**config.mk**
```make
export PLATFORM = sky130hd
export DESIGN_NAME = utf8_repair_escaper
export DESIGN_NICKNAME = d
export VERILOG_FILES = /design/src/sv/u8re_pkg.sv /design/src/sv/u8re_ctrl.sv /design/src/sv/u8re_dp.sv /design/src/sv/utf8_repair_escaper.sv
export SDC_FILE = /design/constraint.sdc
export NUM_CORES = 1
export LEC_CHECK = 0
export BUFFER_PORTS_ARGS = -buffer_cell sky130_fd_sc_hd__buf_2
export CAP_MARGIN = 10
export CORE_MARGIN = 2
export CORE_UTILIZATION = 30
export DETAILED_ROUTE_END_ITERATION = 6
export PLACE_DENSITY = 0.53
export SLEW_MARGIN = 30
export SYNTH_ARGS = -nofsm -noshare
export SYNTH_HDL_FRONTEND = slang
export SYNTH_SLANG_ARGS = --single-unit
```
**constraint.sdc**
```tcl
create_clock -name clk -period 3.15 [get_ports clk]
set_input_delay 0.63 -clock clk [delete_from_list [all_inputs] [get_ports clk]]
set_output_delay 0.63 -clock clk [all_outputs]
set_load 0.05 [all_outputs]
```
**src/sv/u8re_pkg.sv**
```systemverilog
// ============================================================================
// u8re_pkg: shared types, constants and helpers of the UTF-8 repair escaper
// Lead-byte decoding, hex digit lookup, escape phase codes and the
// command/status structs between controller and datapath.
// ============================================================================
`default_nettype none

package u8re_pkg;

	// Longest accepted UTF-8 group, in bytes
	localparam int unsigned MAX_SEQ = 6;
	// Width of group length, fill count and byte index
	localparam int unsigned GRP_W = $clog2(MAX_SEQ + 1);

	// ASCII characters of the escape text
	localparam logic [7:0] CH_AMP  = 8'h26;
	localparam logic [7:0] CH_HASH = 8'h23;
	localparam logic [7:0] CH_X    = 8'h78;
	localparam logic [7:0] CH_SEMI = 8'h3B;

	// Position inside one escape "&#xHH;"
	typedef enum logic [2:0] {
		PH_AMP,
		PH_HASH,
		PH_X,
		PH_HI,
		PH_LO,
		PH_SEMI
	} esc_phase_t;

	// Controller state
	typedef enum logic [0:0] {
		ST_ACCEPT,
		ST_EMIT
	} ctrl_state_t;

	// Controller to datapath
	typedef struct packed {
		logic accept;   // input transfer this cycle
		logic step;     // load the next output character
	} u8re_cmd_t;

	// Datapath to controller
	typedef struct packed {
		logic need_emit;  // the byte on the input causes output
		logic slot_free;  // output register can take a character
		logic last_char;  // character at the sequencer is the final one
	} u8re_status_t;

	// Group length announced by a lead byte; 0 when it cannot start a group
	function automatic logic [GRP_W-1:0] lead_len(input logic [7:0] b);
		logic [GRP_W-1:0] n;
		n = '0;
		if (b[7] == 1'b0)              n = GRP_W'(1);
		else if (b[7:5] == 3'b110)     n = GRP_W'(2);
		else if (b[7:4] == 4'b1110)    n = GRP_W'(3);
		else if (b[7:3] == 5'b11110)   n = GRP_W'(4);
		else if (b[7:2] == 6'b111110)  n = GRP_W'(5);
		else if (b[7:1] == 7'b1111110) n = GRP_W'(6);
		if (n > GRP_W'(MAX_SEQ)) n = '0;
		return n;
	endfunction

	// Uppercase ASCII hex digit of a nibble
	function automatic logic [7:0] hex_char(input logic [3:0] v);
		logic [7:0] c;
		if (v < 4'd10) c = 8'h30 + {4'h0, v};
		else           c = 8'h37 + {4'h0, v};
		return c;
	endfunction

endpackage

`default_nettype wire

```
**src/sv/u8re_ctrl.sv**
```systemverilog
// ============================================================================
// u8re_ctrl: controller of the UTF-8 repair escaper
// Two-state machine: take one input byte, then sequence its output text.
// ============================================================================
`default_nettype none

module u8re_ctrl (
	input  wire logic                  clk,
	input  wire logic                  arst_n,
	input  wire logic                  s_tvalid,
	output logic                       s_tready,
	input  u8re_pkg::u8re_status_t     status,
	output u8re_pkg::u8re_cmd_t        cmd
);
	import u8re_pkg::*;

	ctrl_state_t state_q, state_d;

	// state register
	always_ff @(posedge clk or negedge arst_n) begin
		if (!arst_n) begin
			state_q <= ST_ACCEPT;
		end else begin
			state_q <= state_d;
		end
	end

	// next state and commands
	always_comb begin
		state_d    = state_q;
		s_tready   = 1'b0;
		cmd.accept = 1'b0;
		cmd.step   = 1'b0;
		case (state_q)
			ST_ACCEPT: begin
				s_tready   = 1'b1;
				cmd.accept = s_tvalid;
				if (s_tvalid && status.need_emit) state_d = ST_EMIT;
			end
			ST_EMIT: begin
				cmd.step = status.slot_free;
				if (status.slot_free && status.last_char) state_d = ST_ACCEPT;
			end
			default: begin
				state_d = ST_ACCEPT;
			end
		endcase
	end

endmodule

`default_nettype wire

```
**src/sv/u8re_dp.sv**
```systemverilog
// ============================================================================
// u8re_dp: datapath of the UTF-8 repair escaper
// Group byte store, group tracking, character sequencer and output register.
// ============================================================================
`default_nettype none

module u8re_dp (
	input  wire logic                  clk,
	input  wire logic                  arst_n,
	input  wire logic [7:0]            in_byte,
	input  wire logic                  in_last,
	input  u8re_pkg::u8re_cmd_t        cmd,
	output u8re_pkg::u8re_status_t     status,
	output logic                       out_valid,
	input  wire logic                  out_ready,
	output logic [7:0]                 out_char,
	output logic                       run_last
);
	import u8re_pkg::*;

	// group state
	logic [7:0]       grp_q [MAX_SEQ];
	logic [GRP_W-1:0] grp_len_q;
	logic [GRP_W-1:0] grp_fill_q;
	logic             grp_broken_q;

	// sequencer state
	logic [GRP_W-1:0] em_count_q;
	logic [GRP_W-1:0] em_idx_q;
	logic             em_raw_q;
	esc_phase_t       em_phase_q;

	// output register
	logic             out_valid_q;
	logic [7:0]       out_char_q;
	logic             out_last_q;

	// decode of the incoming byte
	logic             grp_open;
	logic [GRP_W-1:0] in_len;
	logic [GRP_W-1:0] fill_inc;
	logic             grp_done;
	logic             broken_new;
	logic [GRP_W-1:0] wr_idx;
	logic [GRP_W-1:0] emit_count;
	logic             emit_raw;
	logic             need_emit;

	always_comb begin
		grp_open   = (grp_len_q != '0);
		in_len     = lead_len(in_byte);
		fill_inc   = grp_fill_q + GRP_W'(1);
		grp_done   = grp_open && (fill_inc >= grp_len_q);
		broken_new = grp_broken_q || (in_byte[7:6] != 2'b10);
		wr_idx     = grp_open ? grp_fill_q : '0;
		if (grp_open) begin
			need_emit  = grp_done || in_last;
			emit_count = grp_done ? grp_len_q : fill_inc;
			emit_raw   = grp_done && !broken_new;
		end else begin
			need_emit  = !((in_len >= GRP_W'(2)) && !in_last);
			emit_count = GRP_W'(1);
			emit_raw   = (in_len == GRP_W'(1));
		end
	end

	// group byte store, written one byte per transfer
	always_ff @(posedge clk) begin
		if (cmd.accept) grp_q[wr_idx[GRP_W-1:0]] <= in_byte;
	end

	// group tracking
	always_ff @(posedge clk or negedge arst_n) begin
		if (!arst_n) begin
			grp_len_q    <= '0;
			grp_fill_q   <= '0;
			grp_broken_q <= 1'b0;
		end else if (cmd.accept) begin
			if (need_emit) begin
				grp_len_q    <= '0;
				grp_fill_q   <= '0;
				grp_broken_q <= 1'b0;
			end else if (grp_open) begin
				grp_fill_q   <= fill_inc;
				grp_broken_q <= broken_new;
			end else begin
				grp_len_q    <= in_len;
				grp_fill_q   <= GRP_W'(1);
				grp_broken_q <= 1'b0;
			end
		end
	end

	// character at the sequencer position
	logic [7:0] cur_byte;
	logic [7:0] cur_char;
	logic       byte_end;
	esc_phase_t phase_next;
	logic       last_char;
	logic       slot_free;

	always_comb begin
		cur_byte   = grp_q[em_idx_q];
		cur_char   = cur_byte;
		byte_end   = 1'b1;
		phase_next = PH_AMP;
		if (!em_raw_q) begin
			byte_end = 1'b0;
			case (em_phase_q)
				PH_AMP: begin
					cur_char   = CH_AMP;
					phase_next = PH_HASH;
				end
				PH_HASH: begin
					cur_char   = CH_HASH;
					phase_next = PH_X;
				end
				PH_X: begin
					cur_char   = CH_X;
					phase_next = (cur_byte[7:4] != 4'h0) ? PH_HI : PH_LO;
				end
				PH_HI: begin
					cur_char   = hex_char(cur_byte[7:4]);
					phase_next = PH_LO;
				end
				PH_LO: begin
					cur_char   = hex_char(cur_byte[3:0]);
					phase_next = PH_SEMI;
				end
				PH_SEMI: begin
					cur_char   = CH_SEMI;
					byte_end   = 1'b1;
					phase_next = PH_AMP;
				end
				default: begin
					cur_char   = CH_SEMI;
					byte_end   = 1'b1;
					phase_next = PH_AMP;
				end
			endcase
		end
		last_char = byte_end && (em_idx_q == em_count_q - GRP_W'(1));
		slot_free = !out_valid_q || out_ready;
	end

	// status to the controller
	assign status = '{need_emit: need_emit, slot_free: slot_free, last_char: last_char};

	// sequencer: loaded on a transfer, advanced once per emitted character
	always_ff @(posedge clk or negedge arst_n) begin
		if (!arst_n) begin
			em_count_q <= GRP_W'(1);
			em_idx_q   <= '0;
			em_raw_q   <= 1'b1;
			em_phase_q <= PH_AMP;
		end else if (cmd.accept) begin
			em_count_q <= emit_count;
			em_idx_q   <= '0;
			em_raw_q   <= emit_raw;
			em_phase_q <= PH_AMP;
		end else if (cmd.step && !last_char) begin
			em_phase_q <= phase_next;
			if (byte_end) em_idx_q <= em_idx_q + GRP_W'(1);
		end
	end

	// output register
	always_ff @(posedge clk or negedge arst_n) begin
		if (!arst_n) begin
			out_valid_q <= 1'b0;
		end else if (cmd.step) begin
			out_valid_q <= 1'b1;
		end else if (out_ready) begin
			out_valid_q <= 1'b0;
		end
	end

	always_ff @(posedge clk) begin
		if (cmd.step) begin
			out_char_q <= cur_char;
			out_last_q <= last_char;
		end
	end

	assign out_valid = out_valid_q;
	assign out_char  = out_char_q;
	assign run_last  = out_last_q;

	// an open group is never full and never longer than allowed
	a_fill_below_len: assert property (@(posedge clk) disable iff (!arst_n)
		(grp_len_q != '0) |-> (grp_fill_q < grp_len_q))
		else $error("group fill count reached group length while open");

	a_len_range: assert property (@(posedge clk) disable iff (!arst_n)
		(grp_len_q != GRP_W'(1)) && (grp_len_q <= GRP_W'(MAX_SEQ)))
		else $error("open group length out of range");

	a_idx_in_range: assert property (@(posedge clk) disable iff (!arst_n)
		em_idx_q < em_count_q)
		else $error("sequencer index beyond emitted byte count");

	a_step_needs_slot: assert property (@(posedge clk) disable iff (!arst_n)
		cmd.step |-> (slot_free && !cmd.accept))
		else $error("output step without free slot or during input transfer");

endmodule

`default_nettype wire

```
**src/sv/utf8_repair_escaper.sv**
```systemverilog
// ============================================================================
// utf8_repair_escaper: UTF-8 stream repair with numeric character escapes
// Valid UTF-8 groups pass through raw; broken groups, stray continuation
// bytes and invalid leads are rewritten as "&#xHH;" text, "&#xH;" below 10h.
// ============================================================================
// Flow: an input transfer loads the character sequencer; the controller then
//   moves each output character into the output register that drives m_tdata.
// The sequencer emits one character per cycle while the output slot is free (raw
//   byte 1 character, escaped byte 5 or 6); no new input byte is taken until the
//   last character of the previous one is loaded. A byte that only extends an open group emits nothing.
// Reset (arst_n low, asynchronous) closes any open group and empties the output.
`default_nettype none

module utf8_repair_escaper (
	input  wire logic       clk,
	input  wire logic       arst_n,
	input  wire logic       s_tvalid,
	output logic            s_tready,
	input  wire logic [7:0] s_tdata,   // [7:0] in_byte
	input  wire logic       s_tlast,   // in_last
	output logic            m_tvalid,
	input  wire logic       m_tready,
	output logic [7:0]      m_tdata,   // [7:0] out_char
	output logic            m_tlast    // run_last
);
	import u8re_pkg::*;

	u8re_cmd_t    cmd;
	u8re_status_t status;

	u8re_ctrl u_ctrl (
		.clk      (clk),
		.arst_n   (arst_n),
		.s_tvalid (s_tvalid),
		.s_tready (s_tready),
		.status   (status),
		.cmd      (cmd)
	);

	u8re_dp u_dp (
		.clk       (clk),
		.arst_n    (arst_n),
		.in_byte   (s_tdata),
		.in_last   (s_tlast),
		.cmd       (cmd),
		.status    (status),
		.out_valid (m_tvalid),
		.out_ready (m_tready),
		.out_char  (m_tdata),
		.run_last  (m_tlast)
	);

endmodule

`default_nettype wire
```
==> impl_metrics.py, run 1 <==
metrics = {
    "clock_tree": {
        "worst_skew_pair.late_latency_ps": 340,
        "cts_buffers": 9,
        "cts_tree": "built",
        "cts_setup_buffers": 0,
        "cts_max_path_buffers": 2,
        "clk_pin_slew_ps": 70,
        "cts_sinks": 76,
        "cts_resized": 0,
        "postCtsHoldBufs": 0,
        "root_buffer": "clkbuf_16",
        "htree_levels": 3,
    },
    "global_route": {
        "grt_use_total_pct": 12.4,
        "grt_pass1_wl_mm": 12.3,
        "grt_start_max_net_pins": 20,
        "antenna_found_initial": 0,
        "grt_pass1_vias": 2313,
        "grt_overflow_total": 0,
    },
    "floorplanning": {
        "fp.dieArea_sq_um": 13200,
        "dieWidth_microns": 115,
        "initial_utilization_pct": 30.7,
        "die_h_microns": 115,
        "core_sq_um": 12000,
        "io_pins": 24,
        "rows": 40,
    },
    "routing": {
        "via_per_inst": 4.97,
        "drtIter0Drc": 235,
        "drc_errors": 0,
        "drt-pass1-iter-count": 4,
        "ant_nets": 0,
        "wl_mm": 7.67,
        "wl_per_cell_microns": 16.3,
        "vias": 2345,
    },
    "logic_synthesis": {
        "synth-seq-cells": 76,
        "syn-num-nets": 308,
        "synth_ff_type": "edfxtp_1",
        "ys_seq_area_share_pct": 59.4,
        "syn_avg_cell_area_sq_um": 12.8,
        "yosysWarnings": 0,
        "async_flop_share_pct": 25.0,
        "synth_area_sq_um": 3690,
        "synth_cells": 287,
        "synth.distinct_cells": 55,
        "synth_edf_count": 57,
    },
    "status": {
        "status": "finished clean",
    },
    "place": {
        "place.port_buffers": 23,
        "gp_congestion": 0.806,
        "hpwl_mm": 5.40,
    },
    "setup_path": {
        "setup.worst_path.start_class": "flop",
        "regToRegSetupSlack_ps": 500,
        "critical_path_arrival_ps": 2740,
        "crit_required_ps": 3230,
        "endpoint": "u_dp.out_char[0]$_DFFE_PP_",
        "path_class": "reg2reg",
        "cp-end-kind": "flop",
        "path_max_fanout": 11,
        "rr_worst_depth": 7,
        "timing.rr.start": "u_dp.em_idx_q[1]$_DFFE_PN0P_",
        "crit_start": "u_dp.em_idx_q[1]$_DFFE_PN0P_",
        "worstReg2RegEnd": "u_dp.out_char[0]$_DFFE_PP_",
    },
    "min_path": {
        "min_path_type": "in2async",
    },
    "sta": {
        "final-hold-violation-count": 0,
        "worstMarginPinSlew_ps": 528,
        "finalCritPeriodShare_pct": 84.2,
        "fmax_mhz": 377,
        "final.setup.tns_ps": 0,
        "relSlewSlack_pct": 64.8,
        "hold_slack_ps": 233,
        "fin_crit_ps": 2650,
        "drv_slew": 0,
        "setup_viol": 0,
        "grt_setup_unrepaired": "false",
        "fin_skew_ps": 7.38,
    },
    "power_and_ir_drop": {
        "combPwrFrac_pct": 38.7,
        "clkPwrFrac_pct": 24.7,
        "p_int_uw": 2480,
        "switchingPower_uw": 1610,
        "p_leak_uw": 0.00162,
        "p_sw_share_pct": 39.3,
        "p_per_area_nw_per_um2": 954,
        "power_frac_seq_pct": 36.6,
        "vdd_ir_drop_max_v": 0.000319,
    },
    "final_layout": {
        "seq_area_sq_um": 2190,
        "drive_gt1_share_pct": 22.5,
        "layout-area-overhead-vs-synth_pct": 16.2,
        "multi_input_area_sq_um": 1370,
        "n_fill_cell": 1178,
        "nets": 341,
        "diodes": 0,
    },
    "flow_run": {
        "max_cap_viol_count": 0,
    },
}
==> cells by family after synthesis <==
group	share of synthesized area, %
compound gates	12.2
xor+xnor	1.83
fa+ha+maj	2.72
buf+inv	3.87
flops	59.4
mux	10.5
simple gates	9.54
==> how the worst min path moves through the flow <==
stage	slack, ps	startpoint	depth (start not counted)	end
after floorplan	330	arst_n	0	u_ctrl.state_q$_DFF_PN0_
after global placement	500	u_dp.em_count_q[2]$_DFFE_PN0P_	2	u_dp.em_count_q[2]$_DFFE_PN0P_
after detailed placement	500	u_dp.out_valid$_DFFE_PN0P_	2	u_dp.out_valid$_DFFE_PN0P_
after CTS	250	arst_n	1	u_dp.em_count_q[2]$_DFFE_PN0P_
after global routing	260	arst_n	1	u_dp.grp_fill_q[0]$_DFFE_PN0P_
final	230	arst_n	1	u_dp.grp_fill_q[0]$_DFFE_PN0P_
==> synth_stat cells (4+ instances only) <==
cell type	instances	area [sq um]
ha_1	8	100
edfxtp_1	57	1710
inv_1	18	67.6
mux4_2	7	158
clkbuf_1	5	18.8
dfrtp_1	17	425
o21ai_0	14	70.1
nand2b_1	4	25.0
a31oi_1	5	31.3
nand2_1	24	90.1
a21oi_1	20	100
a211oi_1	5	37.5
nor2_1	17	63.8
xnor2_1	4	35.0
mux2i_1	9	90.1
mux2_2	10	113
==> final cells by class <==
class	count	area share (%)
clock buffers	9	5.26
clock inverters	7	1.52
inverters	19	1.66
multi-input cells	182	31.9
flip-flops and latches	76	51.1
well taps	147	4.29
repair buffers	32	4.26
==> metal layers <==
metal / share of wire (%) / track usage (%) / wire length [microns] / vias up
li1: - / - / - / 1154
met1: 47 / 16.3 / 3570 / 1136
met2: 48 / 19.6 / 3650 / 43
met3: 3.8 / 3.22 / 293 / 12
met4: 1.9 / 4.66 / 148 / 0
met5: 0 / 0 / 0 / -
==> stage by stage <==
stage	setup slack [ps]	total power [uW]	util, %	instances	cell area [sq um]
after detailed placement	517	3100	33.3	456	3990
after floorplan	876	2750	-	287	3690
after CTS	520	4110	35.7	472	4280
final	497	4090	35.7	472	4280
after global routing	389	4360	35.7	472	4280
after global placement	556	3090	33.3	456	3990
==> sequential cells by signal, summed over array words and instances, names as in the netlist <==
| signal | flops |
|---|---|
| u_dp.em_idx_q | 3 |
| u_dp.out_valid | 1 |
| u_dp.grp_broken_q | 1 |
| u_dp.em_count_q | 3 |
| u_dp.em_raw_q | 1 |
| u_dp.grp_fill_q | 3 |
| u_ctrl.state_q | 1 |
| u_dp.out_char | 8 |
| u_dp.run_last | 1 |
| u_dp.grp_q | 48 |
| u_dp.grp_len_q | 3 |
| u_dp.em_phase_q | 3 |
==> cell usage in the layout, fill, tap and decap left out, drive strengths merged, types with 3 or more instances in the layout <==
cell type and n:
ha 8, nor4 3, inv 23, a211oi 5
a31oi 5, nor3 3, nor2 17, a21oi 20
a21o 3, xnor2 4, and3 3, nand2 24
clkbuf 9, mux2 10, mux4 8, edfxtp 57
o22ai 3, buf 32, o21ai 17, dfrtp 17
nand2b 4, nand3 3, mux2i 9
==> power groups by stage <==
stage | logic [uW] | registers, uW | clock network (uW)
after floorplan | 1130 | 1620 | 0
after global placement | 1570 | 1520 | 0
after global routing | 1750 | 1530 | 1080
after detailed placement | 1590 | 1510 | 0
final | 1580 | 1490 | 1010
after CTS | 1590 | 1490 | 1030
==> critical path, stage by stage (launching register included) <==
cell and delay (ps):
dfrtp_1 550, buf_4 290, mux2_2 370, mux4_2 540
nor2_1 290, o31ai_1 110, a21oi_1 170, o21ai_1 80
(Power assumes the default switching activity.)
==> run 2, diff against run 1 <==
==> constraint.sdc (replaced) <==
create_clock -name clk -period 2.5 [get_ports clk]
set_input_delay 0.5 -clock clk [delete_from_list [all_inputs] [get_ports clk]]
set_output_delay 0.5 -clock clk [all_outputs]
set_load 0.05 [all_outputs]
==> run 2 against run 1 <==
Net effect: global-route usage about the same; largest power group unchanged; clock power up 49%; combinational power up 39%; die area is the same; critical path depth is 1 higher; count of clock-buffer cells in the layout is the same; routed wire length decreased by 0.59%.
==> impl_metrics.py, run 2 (synthesis results as in run 1) <==
metrics = {
    "floorplanning": {
        "rows": 40,
        "initial_utilization_pct": 30.7,
        "io_pins": 24,
        "core_sq_um": 12000,
        "dieWidth_microns": 115,
        "die_h_microns": 115,
        "fp.dieArea_sq_um": 13200,
    },
    "final_layout": {
        "nets": 355,
        "mostFrequentLayoutCells": "edfxtp_1 (57), nand2_1 (24), buf_2 (23), buf_4 (23), a21oi_1 (20)",
        "layout-area-overhead-vs-synth_pct": 20.6,
        "drive_gt1_share_pct": 26.0,
        "diodes": 0,
        "design_area_sq_um": 4450,
        "largest_reg_flops": 48,
        "layout_commonest_cell": "edfxtp_1",
    },
    "global_route": {
        "grt_pass1_wl_mm": 12.3,
        "grt_pass1_vias": 2319,
        "grt_overflow_total": 0,
        "grt_start_max_net_pins": 20,
        "antenna_found_initial": 0,
        "grt_use_total_pct": 12.4,
    },
    "sta": {
        "fin_skew_ps": 6.83,
        "final-hold-violation-count": 0,
        "fmax_mhz": 430,
        "fin_crit_ps": 2320,
        "hold_slack_ps": 116,
        "worstMarginPinSlew_ps": 488,
        "relSlewSlack_pct": 67.4,
        "finalCritPeriodShare_pct": 93.0,
        "setup_viol": 0,
        "drv_slew": 0,
    },
    "routing": {
        "vias": 2394,
        "wl_mm": 7.63,
        "drtIter0Drc": 166,
        "drc_errors": 0,
        "wl_per_cell_microns": 15.7,
        "m1WireLength_mm": 3.52,
        "met3_length_microns": 277,
        "drt-pass1-iter-count": 4,
        "highest_layer": "met4",
        "wl_met2_mm": 3.68,
        "via_per_inst": 4.93,
        "ant_nets": 0,
    },
    "place": {
        "place_area_sq_um": 4080,
        "gp_congestion": 0.799,
        "hpwl_mm": 5.44,
        "place.port_buffers": 23,
    },
    "setup_path": {
        "setup.worst_path.start_class": "flop",
        "timing.rr.start": "u_dp.em_idx_q[1]$_DFFE_PN0P_",
        "cp-end-kind": "flop",
        "path_class": "reg2reg",
        "path_max_fanout": 8,
        "crit_start": "u_dp.em_idx_q[1]$_DFFE_PN0P_",
        "critical_path_arrival_ps": 2400,
        "crit_required_ps": 2580,
        "rr_worst_depth": 8,
    },
    "power_and_ir_drop": {
        "p_leak_uw": 0.00172,
        "p_per_area_nw_per_um2": 1240,
        "vdd_ir_drop_max_v": 0.000375,
        "finalPower_uw": 5530,
    },
    "status": {
        "status": "finished clean",
    },
    "clock_tree": {
        "postCtsHoldBufs": 0,
        "cts_sinks": 76,
        "clk_pin_slew_ps": 60,
        "cts_max_path_buffers": 2,
        "cts_tree": "built",
        "worst_skew_pair.late_latency_ps": 330,
        "cts_buffers": 9,
        "root_buffer": "clkbuf_16",
        "htree_levels": 3,
    },
    "flow_run": {
        "max_cap_viol_count": 0,
    },
    "min_path": {
        "min_path_type": "in2async",
    },
}
[run 2: critical path: stages, from the launching register on]
cell      delay [ps]
dfrtp_2          460
buf_4            200
mux2i_1          120
mux4_2           530
ha_1             230
o21ai_0          170
nand2_1           90
a211oi_1         200
a21oi_1           60
[run 2: layout make-up]
type	instances	area, sq um
flip-flops and latches	76	2190
inverters	19	71.3
clock inverters	7	121
repair buffers	46	288
well taps	147	184
fillers	1160	7560
clock buffers	9	225
multi-input cells	182	1370
[run 2: final timing paths]
path	end	slack [ps]
worst min-delay path	u_dp.em_count_q[1]$_DFFE_PN0P_	120
max in group asynchronous	u_dp.em_raw_q$_DFFE_PN1P_	2040
worst max register to register	u_dp.out_char[4]$_DFFE_PP_	180
worst max-delay path	u_dp.out_char[4]$_DFFE_PP_	180
min in group clk	u_dp.grp_len_q[2]$_DFFE_PN0P_	410
worst min register to register	u_dp.out_valid$_DFFE_PN0P_	500
[run 2: repair_timing]
action	CTS	global route
hold endpoints to repair	0	0
setup endpoints to repair	0	7
buffers inserted	0	2
resized for setup	0	1
[run 2: layer usage]
layer | global-route usage, % | up-vias
met1 | 15.8 | 1159
met4 | 5.38 | 0
li1 | - | 1180
met3 | 2.85 | 14
met2 | 20.3 | 41
met5 | 0 | -
[run 2: where the power goes]
part	switching (uW)	leakage (uW)	internal, uW	total, uW
Sequential	202	0.000752	1640	1840
Clock	516	0.000171	983	1500
Combinational	1270	0.000794	917	2190
[run 2: through the flow]
stage	worst slack, ps	setup TNS (ps)	instances	utilization (%)
5_1_grt	-17.2	-17.2	486	37.0
2_1_floorplan	252	0	287	-
3_3_place_gp	130	0	468	34.0
4_1_cts	87.9	0	484	36.9
6_report	176	0	486	37.0
3_5_place_dp	101	0	468	34.0
==> run 3, diff against run 2 <==
--- a/config.mk
+++ b/config.mk
@@ -7,11 +7,11 @@
 export LEC_CHECK = 0
 export BUFFER_PORTS_ARGS = -buffer_cell sky130_fd_sc_hd__buf_2
 export CAP_MARGIN = 10
-export CORE_MARGIN = 2
 export CORE_UTILIZATION = 30
 export DETAILED_ROUTE_END_ITERATION = 6
 export PLACE_DENSITY = 0.53
 export SLEW_MARGIN = 30
 export SYNTH_ARGS = -nofsm -noshare
 export SYNTH_HDL_FRONTEND = slang
+export SYNTH_HIERARCHICAL = 1
 export SYNTH_SLANG_ARGS = --single-unit
==> run 3 against run 2 <==
Net effect: total power down 5.5%; combinational power down 5%; synthesized cell count up 8.0%; clock skew down 2.3 ps; largest power group unchanged; highest routed layer unchanged.
==> impl_metrics.py, run 3 <==
metrics = {
    "setup_path": {
        "setup.worst_path.start_class": "flop",
        "path_max_fanout": 8,
        "crit_path_cell_trace": "ha_1 > ha_1 > a21o_1 > a21o_1 > or3_1 > o21ai_0 > nand2_1 > o21ai_0",
        "crit_slowest_cell": "dfrtp_1",
        "crit_required_ps": 2750,
        "critical_path_arrival_ps": 2590,
        "regToRegSetupSlack_ps": 160,
        "timing.rr.start": "u_dp/grp_fill_q[0]$_DFFE_PN0P_",
        "crit_start": "u_dp/grp_fill_q[0]$_DFFE_PN0P_",
        "path_class": "reg2reg",
        "cp-end-kind": "flop",
        "max_stage_delay_ps": 470,
    },
    "routing": {
        "drtIter0Drc": 133,
        "via_per_inst": 5.02,
        "drt-pass1-iter-count": 4,
        "wl_mm": 8.20,
        "wl_per_cell_microns": 16.1,
        "ant_nets": 0,
        "drc_errors": 0,
        "vias": 2550,
    },
    "logic_synthesis": {
        "synth_ff_type": "edfxtp_1",
        "yosys.area.top_type": "edfxtp_1",
        "async_flop_share_pct": 25.0,
        "synth-seq-cells": 76,
        "synth.distinct_cells": 52,
        "synth_edf_count": 57,
        "synth_area_sq_um": 3690,
        "synth_cells": 310,
        "ys_seq_area_share_pct": 59.3,
        "yosysMostFrequentCell": "edfxtp_1",
        "synthTopCellsByCount": "edfxtp_1 (57), nand2_1 (40), mux2i_1 (21), nor2_1 (21), a21oi_1 (18)",
        "yosysTopAreaCellShare_pct": 46.4,
        "syn_avg_cell_area_sq_um": 11.9,
        "syn-num-nets": 331,
        "synth_area_leaders": "edfxtp_1 (46%), dfrtp_1 (12%), mux2i_1 (5.7%)",
        "yosysWarnings": 6,
    },
    "global_route": {
        "use_met3_pct": 2.79,
        "grt_pass1_wl_mm": 13.1,
        "grt_pass1_vias": 2461,
        "use_met2_pct": 22.3,
        "grt_start_max_net_pins": 20,
        "use_met1_pct": 17.9,
        "grt_overflow_total": 0,
        "antenna_found_initial": 0,
        "busiest_layer": "met2",
        "grt_use_total_pct": 13.6,
    },
    "final_layout": {
        "mostFrequentLayoutCells": "edfxtp_1 (57), nand2_1 (40), buf_4 (25), buf_2 (23)",
        "layout-area-overhead-vs-synth_pct": 19.7,
        "drive_gt1_share_pct": 21.3,
        "diodes": 0,
        "nets": 377,
        "instances_no_fill": 508,
        "largest_reg_flops": 48,
        "layout_commonest_cell": "edfxtp_1",
        "n_fill_cell": 1198,
    },
    "clock_tree": {
        "htree_levels": 3,
        "root_buffer": "clkbuf_16",
        "postCtsHoldBufs": 0,
        "worst_skew_pair.late_latency_ps": 330,
        "cts_tree": "built",
        "clk_pin_slew_ps": 60,
        "cts_sinks": 76,
        "cts_max_path_buffers": 2,
        "cts_buffers": 9,
    },
    "sta": {
        "drv_slew": 0,
        "hold_slack_ps": 113,
        "worstMarginPinSlew_ps": 462,
        "final-hold-violation-count": 0,
        "fmax_mhz": 428,
        "finalCritPeriodShare_pct": 93.5,
        "fin_crit_ps": 2340,
        "setup_viol": 0,
        "relSlewSlack_pct": 69.2,
        "fin_skew_ps": 4.55,
        "grt_setup_unrepaired": "false",
    },
    "power_and_ir_drop": {
        "clkPwrFrac_pct": 26.2,
        "p_int_uw": 3230,
        "p_leak_uw": 0.00175,
        "vdd_ir_drop_max_v": 0.000381,
        "combPwrFrac_pct": 40.1,
        "finalPower_uw": 5230,
        "switchingPower_uw": 1990,
        "p_sw_share_pct": 38.1,
        "power_frac_seq_pct": 33.7,
        "p_per_area_nw_per_um2": 1180,
    },
    "floorplanning": {
        "initial_utilization_pct": 30.7,
        "io_pins": 24,
        "core_sq_um": 12000,
        "die_h_microns": 113,
        "dieWidth_microns": 113,
        "rows": 40,
        "fp.dieArea_sq_um": 12800,
    },
    "place": {
        "gp_congestion": 0.784,
        "hpwl_mm": 5.81,
        "dp.cells": 488,
        "place.port_buffers": 23,
    },
    "flow_run": {
        "max_cap_viol_count": 0,
    },
    "min_path": {
        "min_path_type": "in2async",
    },
    "status": {
        "status": "finished clean",
    },
}
==> run 3: changes by cell type after synthesis, moves of 5 or more <==
cell / delta
inv_1: -8
mux2_2: -10
mux2i_1: +12
mux4_2: -5
nand2_1: +16
==> run 3: cells by family (layout without fill, tap and decap cells) <==
family / count (synthesis) / after routing / share of synthesized area (%)
muxes: 23 / 23 / 6.92
buffers and inverters: 24 / 75 / 3.36
DFF: 76 / 76 / 59.3
adders and majority gates: 8 / 8 / 2.71
AOI/OAI and AO/OA: 75 / 75 / 13.3
xor gates and xnor gates: 6 / 6 / 1.80
and+or+nand+nor: 98 / 98 / 12.6
==> run 3: metrics by stage <==
stage | utilization (%) | area [sq um] | setup TNS (ps) | worst slack, ps
4_1_cts | 36.5 | 4380 | 0 | 97.5
2_1_floorplan | - | 3690 | 0 | 139
3_3_place_gp | 33.8 | 4070 | -7.71 | -7.71
3_5_place_dp | 33.8 | 4070 | -13.1 | -13.1
6_report | 36.8 | 4420 | 0 | 162
5_1_grt | 36.8 | 4420 | 0 | 0.899
==> run 3: area by class of cell <==
class,instances,area (sq um),area share (%)
inverters,11,41.3,0.935
clock inverters,7,91.3,2.07
multi-input cells,210,1380,31.3
well taps,147,184,4.16
clock buffers,9,225,5.10
repair buffers,48,303,6.86
flip-flops and latches,76,2190,49.6
==> run 3: timing repair <==
action | 4_1_cts | 5_1_grt
resized for setup | 1 | 1
endpoints found under the setup margin | 1 | 1
setup buffers | 0 | 4
endpoints found under the hold margin | 0 | 0
gates cloned | 0 | 0
==> run 3: worst paths after layout <==
check,end,cells past startpoint
min in group clk,u_dp/grp_len_q[1]$_DFFE_PN0P_,2
worst max register to register,u_dp/grp_fill_q[2]$_DFFE_PN0P_,8
worst min-delay path,u_dp/em_phase_q[1]$_DFFE_PN0P_,1
worst min register to register,u_dp/em_count_q[0]$_DFFE_PN1P_,2
max in group asynchronous,u_dp/em_idx_q[0]$_DFFE_PN0P_,1
worst max-delay path,u_dp/grp_fill_q[2]$_DFFE_PN0P_,8
==> run 3: layer usage <==
metal / share of wire (%) / up-vias
met5: 0 / -
met4: 1.0 / 0
met3: 2.8 / 5
met2: 47 / 47
met1: 49 / 1242
li1: - / 1256
==> run 3: worst max-delay path, delay by kind of cell, from the launching register on <==
kind | cells | cell delay, ps
adders and majority gates | 2 | 640
DFF | 1 | 470
AOI/OAI and AO/OA | 4 | 660
and+or+nand+nor | 2 | 490
==> run 3: power groups by stage <==
stage	Combinational (uW)	Sequential [uW]	Clock, uW
6_report	2090	1760	1370
3_3_place_gp	2020	1790	0
4_1_cts	2040	1770	1410
2_1_floorplan	1290	2000	0
5_1_grt	2290	1790	1460
3_5_place_dp	2030	1800	0
